`src/hdl/swsed_pkg.sv`:
```
package swsed_pkg;

  typedef enum logic [1:0] {
    CMD_EDGE    = 2'd0,
    CMD_BEGIN   = 2'd1,
    CMD_RELEASE = 2'd2,
    CMD_CONSUME = 2'd3
  } cmd_t;

  typedef enum logic [3:0] {
    PH_IDLE      = 4'd0,
    PH_HOST_LOW  = 4'd1,
    PH_HOST_HIGH = 4'd2,
    PH_WAIT_LOW  = 4'd3,
    PH_WAIT_HIGH = 4'd4,
    PH_BIT_LOW   = 4'd5,
    PH_BIT_HIGH  = 4'd6,
    PH_DONE      = 4'd7,
    PH_ERROR     = 4'd8
  } phase_t;

  localparam int TS_W        = 32;
  localparam int READING_W   = 40;
  localparam int SERIAL_W    = 16;
  localparam int IN_TDATA_W  = 40;
  localparam int OUT_TDATA_W = 64;

  // pulse windows in microseconds
  localparam logic [TS_W-1:0] RESP_LO    = 32'd70;
  localparam logic [TS_W-1:0] RESP_HI    = 32'd90;
  localparam logic [TS_W-1:0] BITLOW_LO  = 32'd45;
  localparam logic [TS_W-1:0] BITLOW_HI  = 32'd80;
  localparam logic [TS_W-1:0] ZERO_MIN   = 32'd20;
  localparam logic [TS_W-1:0] ZERO_MAX   = 32'd30;
  localparam logic [TS_W-1:0] ONE_LO     = 32'd65;
  localparam logic [TS_W-1:0] ONE_HI     = 32'd80;
  localparam logic [7:0]      BYTE_MASK  = 8'hFF;

  typedef struct packed {
    cmd_t            command;
    logic [TS_W-1:0] timestamp_us;
    logic            line_level;
  } evt_t;

  // first field in the highest bits
  typedef struct packed {
    logic                 checksum_ok;
    logic [SERIAL_W-1:0]  reading_serial;
    logic [READING_W-1:0] reading;
    logic                 reading_ready;
    phase_t               phase;
    logic                 status;
  } res_t;

  localparam int RES_W = $bits(res_t);

endpackage

```
`src/hdl/swsed_core.sv`:
```
module swsed_core
  import swsed_pkg::*;
#(
  parameter int FRAME_BITS = 40
) (
  input  logic clk,
  input  logic rst_n,
  input  logic step,
  input  evt_t evt,
  output res_t res,
  output logic frame_done
);

  localparam int BC_W  = $clog2(FRAME_BITS + 1);
  localparam int IDX_W = $clog2(FRAME_BITS);

  phase_t                phase_r, phase_nxt;
  logic [TS_W-1:0]       last_r, last_nxt;
  logic [BC_W-1:0]       bit_count_r, bit_count_nxt;
  logic [FRAME_BITS-1:0] frame_r, frame_nxt;
  logic                  ready_r, ready_nxt;
  logic [SERIAL_W-1:0]   counter_r, counter_nxt;
  logic [SERIAL_W-1:0]   serial_r, serial_nxt;

  logic [TS_W-1:0]       elapsed;
  logic [BC_W-1:0]       bit_count_inc;
  logic [IDX_W-1:0]      bit_idx;
  logic                  is_zero;
  logic                  is_one;
  logic [63:0]           frame_ext;
  logic [READING_W-1:0]  rd;
  logic [9:0]            sum;

  assign elapsed       = evt.timestamp_us - last_r;
  assign bit_count_inc = bit_count_r + BC_W'(1);
  assign bit_idx       = IDX_W'(FRAME_BITS - 1) - bit_count_r[IDX_W-1:0];
  assign is_zero       = (elapsed >= ZERO_MIN) && (elapsed <= ZERO_MAX);
  assign is_one        = (elapsed > ONE_LO) && (elapsed < ONE_HI);

  always_comb begin
    phase_nxt     = phase_r;
    last_nxt      = last_r;
    bit_count_nxt = bit_count_r;
    frame_nxt     = frame_r;
    ready_nxt     = ready_r;
    counter_nxt   = counter_r;
    serial_nxt    = serial_r;
    frame_done    = 1'b0;
    unique case (evt.command)
      CMD_EDGE: begin
        last_nxt = evt.timestamp_us;
        unique case (phase_r)
          PH_WAIT_LOW: begin
            phase_nxt = evt.line_level ? PH_WAIT_HIGH : PH_ERROR;
          end
          PH_WAIT_HIGH: begin
            phase_nxt = (!evt.line_level && elapsed > RESP_LO && elapsed < RESP_HI)
                        ? PH_BIT_LOW : PH_ERROR;
          end
          PH_BIT_LOW: begin
            phase_nxt = (evt.line_level && elapsed > BITLOW_LO && elapsed < BITLOW_HI)
                        ? PH_BIT_HIGH : PH_ERROR;
          end
          PH_BIT_HIGH: begin
            if (evt.line_level || !(is_zero || is_one)) begin
              phase_nxt = PH_ERROR;
            end else begin
              if (!is_zero) begin
                frame_nxt[bit_idx] = 1'b1;
              end
              bit_count_nxt = bit_count_inc;
              if (bit_count_inc == BC_W'(FRAME_BITS)) begin
                phase_nxt   = PH_DONE;
                serial_nxt  = counter_r;
                counter_nxt = counter_r + SERIAL_W'(1);
                ready_nxt   = 1'b1;
                frame_done  = 1'b1;
              end else begin
                phase_nxt = PH_BIT_LOW;
              end
            end
          end
          default: begin
            phase_nxt = phase_r;
          end
        endcase
      end
      CMD_BEGIN: begin
        phase_nxt     = PH_HOST_LOW;
        bit_count_nxt = '0;
        frame_nxt     = '0;
      end
      CMD_RELEASE: begin
        if (phase_r == PH_HOST_LOW) begin
          last_nxt  = evt.timestamp_us;
          phase_nxt = PH_WAIT_LOW;
        end
      end
      CMD_CONSUME: begin
        ready_nxt = 1'b0;
      end
      default: begin
        phase_nxt = phase_r;
      end
    endcase
  end

  assign frame_ext = 64'(frame_nxt);
  assign rd        = frame_ext[READING_W-1:0];
  assign sum       = 10'(rd[39:32]) + 10'(rd[31:24]) + 10'(rd[23:16]) + 10'(rd[15:8]);

  always_comb begin
    res.status         = (phase_nxt == PH_ERROR);
    res.phase          = phase_nxt;
    res.reading_ready  = ready_nxt;
    res.reading        = rd;
    res.reading_serial = serial_nxt;
    res.checksum_ok    = ((sum[7:0] & BYTE_MASK) == rd[7:0]);
  end

  always_ff @(posedge clk) begin
    if (!rst_n) begin
      phase_r     <= PH_IDLE;
      last_r      <= '0;
      bit_count_r <= '0;
      frame_r     <= '0;
      ready_r     <= 1'b0;
      counter_r   <= '0;
      serial_r    <= '0;
    end else if (step) begin
      phase_r     <= phase_nxt;
      last_r      <= last_nxt;
      bit_count_r <= bit_count_nxt;
      frame_r     <= frame_nxt;
      ready_r     <= ready_nxt;
      counter_r   <= counter_nxt;
      serial_r    <= serial_nxt;
    end
  end

endmodule

```
`src/hdl/single_wire_sensor_edge_decoder_top.sv`:
```
// Single-wire sensor edge decoder.
// Input stream: one word per host event. in_tuser carries the command (edge,
// begin, release, consume); in_tdata carries the event time and the line
// level after the edge. Every accepted word yields exactly one result word.
// Output stream: out_tdata carries status, phase, ready flag, the current
// frame bytes, the serial of the last completed frame and the checksum flag;
// out_tlast is high on the word whose edge completed the last frame bit.
// An accepted word is first registered in the input stage, then decoded into
// the output queue, whose head is shown on the output.
// Throughput: one word per cycle while the output queue has room, set by the
// single decode step between the input register and the two-entry output queue.
// Reset (rst_n low, synchronous) returns the decoder to idle with cleared
// time, frame, ready flag and serials, and empties both stages.
// When the receiver stalls, results collect in the output queue; once it
// holds two words, the decode step holds and in_tready drops.
module single_wire_sensor_edge_decoder_top
  import swsed_pkg::*;
#(
  parameter int FRAME_BITS = 40
) (
  input  logic                   clk,
  input  logic                   rst_n,
  input  logic                   in_tvalid,
  output logic                   in_tready,
  input  logic [IN_TDATA_W-1:0]  in_tdata,   // timestamp_us[31:0], line_level[32]
  input  logic [1:0]             in_tuser,   // command[1:0]
  output logic                   out_tvalid,
  input  logic                   out_tready,
  output logic [OUT_TDATA_W-1:0] out_tdata,  // status[0], phase[4:1], reading_ready[5],
                                             // reading[45:6], reading_serial[61:46],
                                             // checksum_ok[62]
  output logic                   out_tlast   // frame_done
);

  logic s0_valid_r, s0_valid_nxt;
  evt_t s0_evt_r;

  logic q0_valid_r, q0_valid_nxt;
  logic q1_valid_r, q1_valid_nxt;
  res_t q0_res_r, q0_res_nxt;
  res_t q1_res_r, q1_res_nxt;
  logic q0_last_r, q0_last_nxt;
  logic q1_last_r, q1_last_nxt;

  logic fire;
  logic pop;
  logic in_fire;
  res_t core_res;
  logic core_done;

  assign fire      = s0_valid_r && !q1_valid_r;
  assign pop       = q0_valid_r && out_tready;
  assign in_tready = !s0_valid_r || fire;
  assign in_fire   = in_tvalid && in_tready;

  swsed_core #(
    .FRAME_BITS (FRAME_BITS)
  ) u_core (
    .clk        (clk),
    .rst_n      (rst_n),
    .step       (fire),
    .evt        (s0_evt_r),
    .res        (core_res),
    .frame_done (core_done)
  );

  always_comb begin
    s0_valid_nxt = s0_valid_r;
    if (in_fire) begin
      s0_valid_nxt = 1'b1;
    end else if (fire) begin
      s0_valid_nxt = 1'b0;
    end
  end

  always_ff @(posedge clk) begin
    if (!rst_n) begin
      s0_valid_r <= 1'b0;
    end else begin
      s0_valid_r <= s0_valid_nxt;
    end
  end

  always_ff @(posedge clk) begin
    if (in_fire) begin
      s0_evt_r.command      <= cmd_t'(in_tuser);
      s0_evt_r.timestamp_us <= in_tdata[TS_W-1:0];
      s0_evt_r.line_level   <= in_tdata[TS_W];
    end
  end

  // two-entry output queue, head in q0
  always_comb begin
    q0_valid_nxt = q0_valid_r;
    q1_valid_nxt = q1_valid_r;
    q0_res_nxt   = q0_res_r;
    q1_res_nxt   = q1_res_r;
    q0_last_nxt  = q0_last_r;
    q1_last_nxt  = q1_last_r;
    priority if (pop && !fire) begin
      q0_valid_nxt = q1_valid_r;
      q0_res_nxt   = q1_res_r;
      q0_last_nxt  = q1_last_r;
      q1_valid_nxt = 1'b0;
    end else if (fire && !pop) begin
      if (!q0_valid_r) begin
        q0_valid_nxt = 1'b1;
        q0_res_nxt   = core_res;
        q0_last_nxt  = core_done;
      end else begin
        q1_valid_nxt = 1'b1;
        q1_res_nxt   = core_res;
        q1_last_nxt  = core_done;
      end
    end else if (fire && pop) begin
      if (q1_valid_r) begin
        q0_res_nxt  = q1_res_r;
        q0_last_nxt = q1_last_r;
        q1_res_nxt  = core_res;
        q1_last_nxt = core_done;
      end else begin
        q0_res_nxt  = core_res;
        q0_last_nxt = core_done;
      end
    end else begin
      q0_valid_nxt = q0_valid_r;
    end
  end

  always_ff @(posedge clk) begin
    if (!rst_n) begin
      q0_valid_r <= 1'b0;
      q1_valid_r <= 1'b0;
    end else begin
      q0_valid_r <= q0_valid_nxt;
      q1_valid_r <= q1_valid_nxt;
    end
  end

  always_ff @(posedge clk) begin
    q0_res_r  <= q0_res_nxt;
    q1_res_r  <= q1_res_nxt;
    q0_last_r <= q0_last_nxt;
    q1_last_r <= q1_last_nxt;
  end

  assign out_tvalid = q0_valid_r;
  assign out_tdata  = {{(OUT_TDATA_W - RES_W){1'b0}}, q0_res_r};
  assign out_tlast  = q0_last_r;

endmodule

```
`config.mk`:
```
export PLATFORM = sky130hd
export DESIGN_NAME = single_wire_sensor_edge_decoder_top
export DESIGN_NICKNAME = d
export VERILOG_FILES = /design/src/hdl/swsed_pkg.sv /design/src/hdl/swsed_core.sv /design/src/hdl/single_wire_sensor_edge_decoder_top.sv
export SDC_FILE = /design/constraint.sdc
export NUM_CORES = 1
export LEC_CHECK = 0
export BUFFER_PORTS_ARGS = -buffer_cell sky130_fd_sc_hd__buf_4
export CORE_ASPECT_RATIO = 1.2
export CORE_UTILIZATION = 43
export DETAILED_ROUTE_END_ITERATION = 16
export HOLD_SLACK_MARGIN = 0.03
export PLACE_DENSITY = 0.57
export SLEW_MARGIN = 25
export SYNTH_ARGS = -nofsm -noshare
export SYNTH_HDL_FRONTEND = slang
export SYNTH_SLANG_ARGS = --single-unit
```
`constraint.sdc`:
```
create_clock -name clk -period 9.6 [get_ports clk]
set_clock_uncertainty 0.15 [all_clocks]
set_input_delay 0 -clock clk [delete_from_list [all_inputs] [get_ports clk]]
set_output_delay 0 -clock clk [all_outputs]
set_load 0.01 [all_outputs]
```
==> results.md, run 1 <==
* Status: finished, final reports clean
* DRT Wirelength at about 38 mm
* RSZ-0062 raised after global routing: false
* Ant diodes at 0
* CTS tree: built
* Max-slew headroom at 36.0%
* Critical path data arrival time at slightly above 9 ns
* CP Capture Type: flop
* Placed inst area at 0.0162 mm²
* GR Overflow Total at 0
* Combinational power share at 16.8%
* Post-synth cell types at 94
* R2R depth at 29
* Starting Density at 43.9%
* Setup crit end: out_tdata[62]
* DRC Markers at 0
* Slack of the critical path at 0.561 ns
* First-pass GRT wire length at 61.0 mm
* Clk pin slew, worst setup/hold paths at 0.07 ns
* Slowest stage cell on the critical path: or4_4
* Max Cap Viol at 0
* Post-Syn Area at 0.0150 mm²
* Dpl ws at 0.730 ns
* Worst reg2reg path startpoint: s0_evt_r[16]
* Root Driver: clkbuf_16
* Clock Latency Late Sink at 0.57 ns
* CP Launch Type: flop
* Fin area at 0.0179 mm²
* PortBufs at 104
* Final hold vios at 0
* R2r setup slk at 0.56 ns
* Worst path max stage delay at between 0.6 and 0.7 ns
* Synth Warn # at 0
* Reg-to-Reg End: out_tdata[62]
* Sw Pwr at slightly below 0.8 mW
* Switch share at 26.7%
* Final Cycle Share at 94.2%
* Die width at between 150 and 200 µm
* Core area at 0.0342 mm²
* Net count, final at 1859
* CP dominant cell by count: inv_1
* Hpwl dp at between 20 and 30 mm
* Die H at 207 µm
* # IOs at roughly 110
* Critical Path Start: s0_evt_r[16]
* Mapped Avg Cell Area at roughly 9.4 µm²
* Critical setup path kind: reg2reg
* Detail Route Antenna Nets at 0
* Synth top area share at around 33%
* Largest cells by area after synthesis: edfxtp_1, dfxtp_1, nand2_1
* Internal Pwr Total at between 2 and 2.5 mW
* Critical Path Stages at 29
* DRT iter0 DRCs at 740
* Vias in the first global route at 11600
* Number of vias per cell at 5.41
* Total Routing Usage GR at 21.3%
* Final TNS setup at 0 ns
* Layout cells sized above 1 at about an eighth
* Worst-case vdd ir drop at 152 µV
* Post-CTS setup buffer count at 0
* Synthesized flop and latch total at 281
* Area Growth Syn to Fin at 19.2%
* Ys async rst share at 0%
* Mapped Nets at 1710
* Crit path required time at roughly 9.8 ns
* LEAKAGE at 6.81 nW
* Sequential power share at 46.0%
* Max H-tree Level at 1
* Seq/Total Area, Yosys at between 40% and 50%
* Initial antenna violation count at 0
* Prevailing post-synth register cell: edfxtp_1
* Hold Path Depth at 4
* Gate Count Post-Synth at 1601
* Max-slew violations at 0
* Clock sinks at 281
* Slew of the pin with the lowest slew margin at between 0.9 and 1 ns
* Routability cong. at 0.887
* Die ar. at 0.0357 mm²
* WL per Instance at around 17 µm
* Fin Hold WS at 0.0790 ns
* Setup violators final at 0
* First-pass DRT Iterations at 5
* Number of flops mapped to enable cells by yosys at 163
* Pwr/cell area at 166 mW/mm²
* Clk pwr share at 37.2%
* Final min period at 9.04 ns
* Area leader, netlist: edfxtp_1
* Worst path buffer plus inverter count at 4
* Rows at 74
* Max frequency at 111 MHz
* CP max FO at 9
* Crit-path leading delay family: simple AND/OR/NAND/NOR gates
* HP Class: in2reg
* Filler cells at 3120
* Largest net degree at the start of global routing at 87
* CTS buffer count at 29
* Via count at 12100
* CTS max path bufs at 3
power by group through the flow:
stage / Clock, mW / Combinational [mW] / Sequential [mW]
5_1_grt: 1.17 / 0.552 / 1.37
2_1_floorplan: 0 / 0.306 / 1.40
3_3_place_gp: 0 / 0.471 / 1.39
4_1_cts: 1.14 / 0.500 / 1.37
3_5_place_dp: 0 / 0.474 / 1.39
6_report: 1.10 / 0.498 / 1.37
Yosys cell counts (12+ instances only):
cell	count
o21ai_0	66
mux2_2	12
nand2_1	287
nor2_1	168
xnor2_1	12
o21ai_1	16
mux2i_1	41
fa_1	15
a21o_1	18
o211ai_1	13
o21a_1	18
nand4_1	31
a211oi_1	24
ha_1	48
edfxtp_1	163
inv_1	78
xor2_1	18
nand3_1	20
and3_1	18
nor3_1	48
clkbuf_1	67
a21oi_1	87
dfxtp_1	118
stage by stage:
stage               power (mW)  cells  utilization (%)
floorplan                 1.71   1601                -
global placement          1.86   2102             47.5
detailed placement        1.86   2102             47.5
CTS                       3.00   2229             52.4
global route              3.10   2229             52.4
finish                    2.97   2229             52.4
what timing repair did:
item                       4_1_cts  5_1_grt
hold buffers                    73        0
resized for setup                0        2
hold endpoints to repair        70        0
setup endpoints to repair        0        1
worst reg2reg max path, delay by kind of cell, from the launching register on:
kind,cells,cell delay [ns]
DFF,1,0.39
and+or+nand+nor,9,3.07
buffers and inverters,4,0.29
xor gates and xnor gates,1,0.35
adders and majority gates,5,1.89
AOI/OAI and AO/OA,10,2.72
registers in the layout (all words and copies together) (netlist names), 4 cells and up:
| name | cells |
|---|---|
| out_tdata | 63 |
| q1_res_r | 63 |
| u_core.frame_r | 40 |
| s0_evt_r | 35 |
| u_core.last_r | 32 |
| u_core.counter_r | 16 |
| u_core.serial_r | 16 |
| u_core.bit_count_r | 6 |
| u_core.phase_r | 4 |
routing by layer:
| layer | global-route usage (%) | wire length [µm] | vias up |
|---|---|---|---|
| li1 | - | - | 6021 |
| met3 | 2.03 | 1260 | 56 |
| met1 | 27.2 | 16900 | 5749 |
| met2 | 37.7 | 18800 | 234 |
| met4 | 7.21 | 997 | 0 |
| met5 | 0 | 0 | - |
cell type report:
class / count / area, µm² / share of cell area (%)
clock buffers: 40 / 797 / 4.45
clock inverters: 14 / 124 / 0.692
inverters: 81 / 305 / 1.71
multi-input cells: 1159 / 7170 / 40.1
flip-flops and latches: 281 / 7260 / 40.6
well taps: 456 / 571 / 3.19
repair buffers: 198 / 1670 / 9.33
cells in the final DEF, fill, tap and decap left out, types with 12 or more instances in the layout:
| cell | netlist | routed |
|---|---|---|
| mux2i_1 | 41 | 41 |
| inv_1 | 78 | 78 |
| o211ai_1 | 13 | 13 |
| xor2_1 | 18 | 18 |
| a211oi_1 | 24 | 24 |
| o21a_1 | 18 | 18 |
| nor2_1 | 168 | 167 |
| and3_1 | 18 | 18 |
| o21ai_0 | 66 | 63 |
| clkbuf_16 | 0 | 29 |
| dlygate4sd3_1 | 0 | 73 |
| fa_1 | 15 | 15 |
| a21oi_1 | 87 | 86 |
| xnor2_1 | 12 | 12 |
| nor3_1 | 48 | 47 |
| ha_1 | 48 | 48 |
| dfxtp_1 | 118 | 118 |
| o21ai_1 | 16 | 18 |
| nand2_1 | 287 | 287 |
| edfxtp_1 | 163 | 163 |
| mux2_2 | 12 | 12 |
| buf_4 | 1 | 125 |
| a21o_1 | 18 | 17 |
| nand4_1 | 31 | 31 |
| nand3_1 | 20 | 20 |
worst min path at each step:
stage | from | to | slack [ns]
2_1_floorplan | in_tdata[32] | s0_evt_r[0] | -0.05
3_5_place_dp | in_tdata[15] | s0_evt_r[16] | 0.03
6_report | in_tvalid | s0_valid_r | 0.08
3_3_place_gp | in_tdata[17] | s0_evt_r[18] | 0.03
4_1_cts | in_tvalid | s0_valid_r | 0.07
5_1_grt | in_tvalid | s0_valid_r | 0.09
cell families (layout without fill, tap and decap cells):
group | Yosys count | after routing | synth area share, %
AO/OA/AOI/OAI | 340 | 340 | 15.1
XOR/XNOR | 31 | 31 | 1.90
adder cells (fa/ha/maj) | 63 | 63 | 6.00
buffers and inverters | 161 | 333 | 4.14
flip-flops | 281 | 281 | 48.3
multiplexers | 61 | 61 | 4.23
other | 1 | 1 | 0.0250
AND/OR/NAND/NOR | 663 | 663 | 20.3
No activity file was read; power rests on OpenSTA's default activity.
==> inputs of run 2 (changes only) <==
Settings changed: SYNTH_HIERARCHICAL from default to 1.
==> run 2 against run 1 <==
Synthesized cell count is 7.2% lower. Cell area is 1.4% higher. Sequential power hardly changed. Via count is 5.1% lower. Total power is 7.9% lower. Critical path depth is 2 higher. Non-clock buffer count is 8 lower. Global-route usage is 1.9 points lower. Register-to-register slack better by 0.12 ns. Largest cell class is now multi-input combinational cells.
==> results.md, run 2 <==
* Slew of the pin with the lowest slew margin at 1.03 ns (+0.0667 ns)
* Initial antenna violation count at 0 (unchanged)
* RSZ-0062 raised after global routing: false
* Gate Count Post-Synth at 1485 (-7.2%)
* Max frequency at 112 MHz (+1.3%)
* PortBufs at 104 (unchanged)
* Clock Latency Late Sink at 0.55 ns (-0.02 ns)
* Rows at 75 (+1.4%)
* Crit path required time at 9.87 ns (+0.04 ns)
* Ant diodes at 0 (unchanged)
* Internal Pwr Total at 2.06 mW (-5.0%)
* Largest cells by area after synthesis: edfxtp_1, dfxtp_1, mux2_4
* Final min period at 8.92 ns (-0.117 ns)
* Mapped Avg Cell Area at 10.4 µm² (+11%)
* Max H-tree Level at 1 (unchanged)
* Net count, final at 1737 (-6.6%)
* Critical path data arrival time at 9.20 ns (-0.07 ns)
* Max Cap Viol at 0 (unchanged)
* DR top layer: met4
* DRT iter0 DRCs at 657 (-11%)
* Vias in the first global route at 11100 (-4.1%)
* Final hold vios at 0 (unchanged)
* Synth top cells by count: edfxtp_1, nand2_1, dfxtp_1
* Status: finished, final reports clean
* First-pass GRT wire length at 57.3 mm (-6.0%)
* Setup violators final at 0 (unchanged)
* GR Overflow Total at 0 (unchanged)
* Die H at 210 µm (+1.6%)
* Synth Warn # at 6 (+6)
* Clock sinks at 281 (unchanged)
* Synth top area share at 31.6% (-1.0 points)
* Detail Route Antenna Nets at 0 (unchanged)
* Filler cells at 3204 (+2.7%)
* Multi-input logic area at 0.00748 mm² (+4.4%)
* Area leader, netlist: edfxtp_1
* Critical setup path kind: reg2reg
* Commonest non-fill, non-tap cell in the layout: edfxtp_1
* Via count at 11400 (-5.1%)
* Worst-case vdd ir drop at 141 µV (-7.1%)
* CTS max path bufs at 3 (unchanged)
* Combinational power share at 13.2% (-3.6 points)
* Starting Density at 44.0% (+0.10 points)
* CP Capture Type: flop
* Number of vias per cell at 5.42 (+0.14%)
* FF/Latch Area at 0.00726 mm² (unchanged)
* Sequential power share at 48.9% (+2.9 points)
* Final TNS setup at 0 ns (unchanged)
* CP dominant cell by count: fa_1
* CTS buffer count at 29 (unchanged)
* DRT Wirelength at 35.5 mm (-6.4%)
* Seq/Total Area, Yosys at 46.8% (-1.5 points)
* Post-Layout Cell Count at 2112 (-5.2%)
* Max-slew violations at 0 (unchanged)
* Number of flops mapped to enable cells by yosys at 163 (unchanged)
* Pwr/cell area at 151 mW/mm² (-9.2%)
* Total Routing Usage GR at 19.3% (-1.9 points)
* Switch share at 24.5% (-2.3 points)
* M1 WL at 15.2 mm (-10%)
* Clk pwr share at 37.8% (+0.6 points)
* Post-synth cell types at 100 (+6.4%)
* # IOs at 113 (unchanged)
* Ys async rst share at 0% (unchanged)
* Sw Pwr at 0.668 mW (-16%)
* Worst path max stage delay at 0.71 ns (+0.10 ns)
* LEAKAGE at 6.95 nW (+2.0%)
* CTS tree: built
* WL per Instance at 16.8 µm (-1.2%)
* HP Class: in2reg
* Slowest stage cell on the critical path: or4b_1
* CP max FO at 7 (-2)
* Synthesized flop and latch total at 281 (unchanged)
* Largest net degree at the start of global routing at 117 (+34%)
* Met3 WL post-DR at 1.38 mm (+9.6%)
* Clk pin slew, worst setup/hold paths at 0.06 ns (about the same)
* Mapped Nets at 1594 (-6.8%)
* Post-placement cell count at 1986 (-5.5%)
* DRC Markers at 0 (unchanged)
* CP Launch Type: flop
* Most numerous cell in the Yosys netlist: edfxtp_1
* Wire length on met2 at 17.9 mm (-4.6%)
* Max-slew headroom at 31.5% (-4.4 points)
* First-pass DRT Iterations at 5 (unchanged)
* Prevailing post-synth register cell: edfxtp_1
* Final Cycle Share at 92.9% (-1.2 points)
* Root Driver: clkbuf_16
* Die ar. at 0.0368 mm² (+3.2%)
* Hpwl dp at 24.7 mm (-6.4%)
* Area Growth Syn to Fin at 17.1%
* Post-CTS setup buffer count at 0 (unchanged)
* Die width at 175 µm (+1.6%)
* Layout cells sized above 1 at 17.5% (+4.8 points)
* Post-Syn Area at 0.0155 mm² (+3.2%)
* Most frequent cells in the layout: edfxtp_1, nand2_1, dfxtp_1
* Core area at 0.0352 mm² (+3.0%)
* Routability cong. at 0.926 (+4.4%)
## run 2: cell count changes after synthesis, sizes merged, moves of 33 or more
cell,change
a21boi,+33
nor2b,+63
mux2i,-36
nor2,-67
nand2,-166
mux2,+62
a22oi,+44
## run 2: cells by family (layout without fill, tap and decap cells)
logic type / Yosys count / in the layout / share of synthesized area, %
and+or+nand+nor: 474 / 474 / 16.3
buffers and inverters: 173 / 338 / 5.10
xor gates and xnor gates: 32 / 32 / 1.81
AOI/OAI and AO/OA: 374 / 374 / 16.4
other: 1 / 1 / 0.0242
DFF: 281 / 281 / 46.8
muxes: 87 / 87 / 7.74
adders and majority gates: 63 / 63 / 5.81
## run 2: power groups by stage
stage / clock, mW / combinational [mW] / sequential, mW
floorplan: 0 / 0.227 / 1.38
global placement: 0 / 0.337 / 1.36
detailed placement: 0 / 0.340 / 1.36
CTS: 1.07 / 0.363 / 1.34
global route: 1.12 / 0.396 / 1.34
finish: 1.03 / 0.362 / 1.34
## run 2: final timing paths
kind / startpoint / endpoint / slack, ns / cells past startpoint
min: in_tvalid / s0_valid_r / 0.07 / 4
min reg2reg: u_core/serial_r[15] / u_core/serial_r[15] / 0.30 / 2
max reg2reg: s0_evt_r[1] / out_tdata[62] / 0.68 / 31
max: s0_evt_r[1] / out_tdata[62] / 0.68 / 31
## run 2: stage by stage
| step | cell area (µm²) | setup slack (ns) | total power [mW] | util [%] | hold WS, ns |
|---|---|---|---|---|---|
| finish | 18100 | 0.678 | 2.73 | 51.6 | 0.0689 |
| global route | 18100 | 0.102 | 2.85 | 51.6 | 0.0718 |
| detailed placement | 16600 | 0.697 | 1.70 | 47.0 | 0.0292 |
| CTS | 18100 | 0.668 | 2.77 | 51.5 | 0.0329 |
| global placement | 16600 | 0.757 | 1.70 | 47.0 | 0.0282 |
| floorplan | 15500 | 1.73 | 1.61 | - | -0.0511 |
## run 2: what timing repair did
item | 4_1_cts | 5_1_grt
endpoints found under the setup margin | 0 | 0
resized for setup | 0 | 0
hold buffers | 72 | 1
hold endpoints to repair | 49 | 118
## run 2: critical path, delay by kind of cell, from the launching register on
| kind | cells | cell delay [ns] |
|---|---|---|
| compound gates | 12 | 2.30 |
| fa+ha+maj | 6 | 2.10 |
| mux | 2 | 0.54 |
| simple gates | 7 | 2.79 |
| flops | 1 | 0.40 |
| xor+xnor | 1 | 0.29 |
| buf+inv | 3 | 0.20 |
## run 2: final cells by class
type,count,area share [%]
multi-input cells,1031,41.2
flip-flops and latches,281,40.0
repair buffers,190,8.89
clock buffers,42,4.44
well taps,462,3.19
inverters,95,1.97
clock inverters,11,0.297
## run 2: metal layers
metal / track usage (%) / vias to the layer above
met5: 0 / -
met3: 1.88 / 63
li1: - / 5660
met2: 35.2 / 266
met1: 23.6 / 5454
met4: 6.99 / 0
==> inputs of run 3 (changes only) <==
Settings changed: REMOVE_ABC_BUFFERS from default to 1.
Clock period 9.6 ns to 9.2 ns, I/O delays scaled along.
==> run 3 against run 2 <==
Cell area up 0.73%. Combinational power rose by 3%. Largest power group unchanged. Hold slack improved by 0.18 ns. Maximum frequency is 3.7% higher. Wire length is 3.6% lower. First-iteration DRC count fell by 7.6%. Global-route usage shrank 0.69 points. Sequential share of layout area fell by 0.29 points.
==> results.md, run 3 (synthesis gave the netlist of run 2 again) <==
* Final Cycle Share at 93.6% (+0.62 points)
* WL per Instance at 16.2 µm (-3.7%)
* Clock sinks at 281 (unchanged)
* Hpwl dp at 23.7 mm (-4.0%)
* Routability cong. at 0.852 (-7.9%)
* Starting Density at 44.0% (unchanged)
* # IOs at 113 (unchanged)
* Critical setup path kind: reg2reg
* Detail Route Antenna Nets at 0 (unchanged)
* First-pass GRT wire length at 56.2 mm (-2.0%)
* Final hold vios at 0 (unchanged)
* First-pass DRT Iterations at 5 (unchanged)
* Fin Hold WS at 0.251 ns (+0.182 ns)
* Ant diodes at 0 (unchanged)
* Worst-case vdd ir drop at 162 µV (+15%)
* LEAKAGE at 7.02 nW (+0.99%)
* GR Overflow Total at 0 (unchanged)
* Slowest stage cell on the critical path: or4b_1
* Pwr/cell area at 160 mW/mm² (+6.5%)
* Max Cap Viol at 0 (unchanged)
* Vias in the first global route at 11100 (-0.063%)
* Clock Latency Late Sink at 0.56 ns (about the same)
* Net count, final at 1741 (+0.23%)
* Post-CTS setup buffer count at 0 (unchanged)
* DRT Wirelength at 34.3 mm (-3.6%)
* Setup violators final at 0 (unchanged)
* Filler cells at 3152 (-1.6%)
* Most frequent cells in the layout: edfxtp_1, nand2_1, buf_4
* Multi-input logic area at 0.00749 mm² (+0.17%)
* Root Driver: clkbuf_16
* CP Launch Type: flop
* HP Class: in2reg
* Final min period at 8.61 ns (-0.315 ns)
* Total Routing Usage GR at 18.6% (-0.69 points)
* Critical path data arrival time at 8.88 ns (-0.32 ns)
* Max frequency at 116 MHz (+3.7%)
* Design Power at 2.93 mW (+7.3%)
* Max H-tree Level at 1 (unchanged)
* Layout cells sized above 1 at 17.8% (+0.38 points)
* Rows at 75 (unchanged)
* Die width at 175 µm (unchanged)
* Initial antenna violation count at 0 (unchanged)
* Max-slew violations at 0 (unchanged)
* Die ar. at 0.0368 mm² (unchanged)
* Slew of the pin with the lowest slew margin at 1.03 ns (+0.00786 ns)
* Commonest non-fill, non-tap cell in the layout: edfxtp_1
* Worst path max stage delay at 0.75 ns (+0.04 ns)
* CP max FO at 9 (+2)
* Via count at 11400 (-0.71%)
* Status: finished, final reports clean
* Clk pin slew, worst setup/hold paths at 0.06 ns (about the same)
* FF/Latch Area at 0.00726 mm² (unchanged)
* CTS max path bufs at 3 (unchanged)
* PortBufs at 104 (unchanged)
* Die H at 210 µm (unchanged)
* Largest net degree at the start of global routing at 92 (-21%)
* Area Growth Syn to Fin at 18.0%
* DRT iter0 DRCs at 607 (-7.6%)
* CTS buffer count at 29 (unchanged)
* Crit path required time at 9.47 ns (-0.40 ns)
* Number of vias per cell at 5.37 (-0.90%)
* Core area at 0.0352 mm² (unchanged)
* Max-slew headroom at 30.5% (-1.1 points)
* DRC Markers at 0 (unchanged)
* CP Capture Type: flop
* CTS tree: built
## run 3: cell types whose count changed in the layout (fill, tap and decap cells not counted), moves of 2 or more
cell	change
inv_6	+2
clkbuf_8	+3
clkinvlp_4	+2
clkinv_2	-7
buf_4	+4
clkbuf_1	-4
## run 3: worst max-delay path, delay by kind of cell, from the launching register on
kind	cells	cell delay (ns)
AND/OR/NAND/NOR	7	2.68
AO/OA/AOI/OAI	12	2.23
adder cells (fa/ha/maj)	5	1.91
multiplexers	2	0.53
XOR/XNOR	1	0.40
flip-flops	1	0.38
buffers and inverters	3	0.18
## run 3: what timing repair did
| item | in CTS | in global routing |
|---|---|---|
| setup endpoints to repair | 0 | 2 |
| hold buffers | 74 | 0 |
| resized for setup | 0 | 3 |
| hold endpoints to repair | 77 | 0 |
## run 3: path summary, 6_finish.rpt
path	slack [ns]	cells past startpoint	endpoint	start
max reg2reg	0.59	30	out_tdata[62]	s0_evt_r[1]
min reg2reg	0.30	2	u_core/serial_r[15]	u_core/serial_r[15]
min	0.25	3	u_core/last_r[20]	rst_n
max	0.59	30	out_tdata[62]	s0_evt_r[1]
## run 3: power by group
group	internal [mW]	switching [mW]
registers	1.38	0.0174
logic	0.172	0.200
clock network	0.675	0.489
## run 3: per-stage QoR
stage / instances / TNS [ns] / worst slack [ns] / area, µm² / utilization [%]
finish: 2116 / 0 / 0.593 / 18300 / 51.9
global placement: 1989 / 0 / 0.506 / 16600 / 47.1
detailed placement: 1989 / 0 / 0.432 / 16600 / 47.1
global route: 2116 / -0.0133 / -0.0133 / 18300 / 51.9
CTS: 2116 / 0 / 0.365 / 18300 / 51.9
floorplan: 1407 / 0 / 1.39 / 15100 / -
## run 3: layer usage
| layer | part of all wire [%] | global-route usage (%) | vias to the layer above |
|---|---|---|---|
| met4 | 1.9 | 5.34 | 0 |
| li1 | - | - | 5670 |
| met3 | 4.3 | 2.62 | 49 |
| met5 | 0 | 0 | - |
| met2 | 50 | 33.6 | 221 |
| met1 | 44 | 23.1 | 5422 |
## run 3: area by class of cell
type | instances | share of cell area (%)
multi-input combinational | 1031 | 41.0
sequential | 281 | 39.7
timing repair buffer | 194 | 8.98
clock buffer | 42 | 4.69
tap | 462 | 3.16
inverter | 95 | 1.95
clock inverter | 11 | 0.513
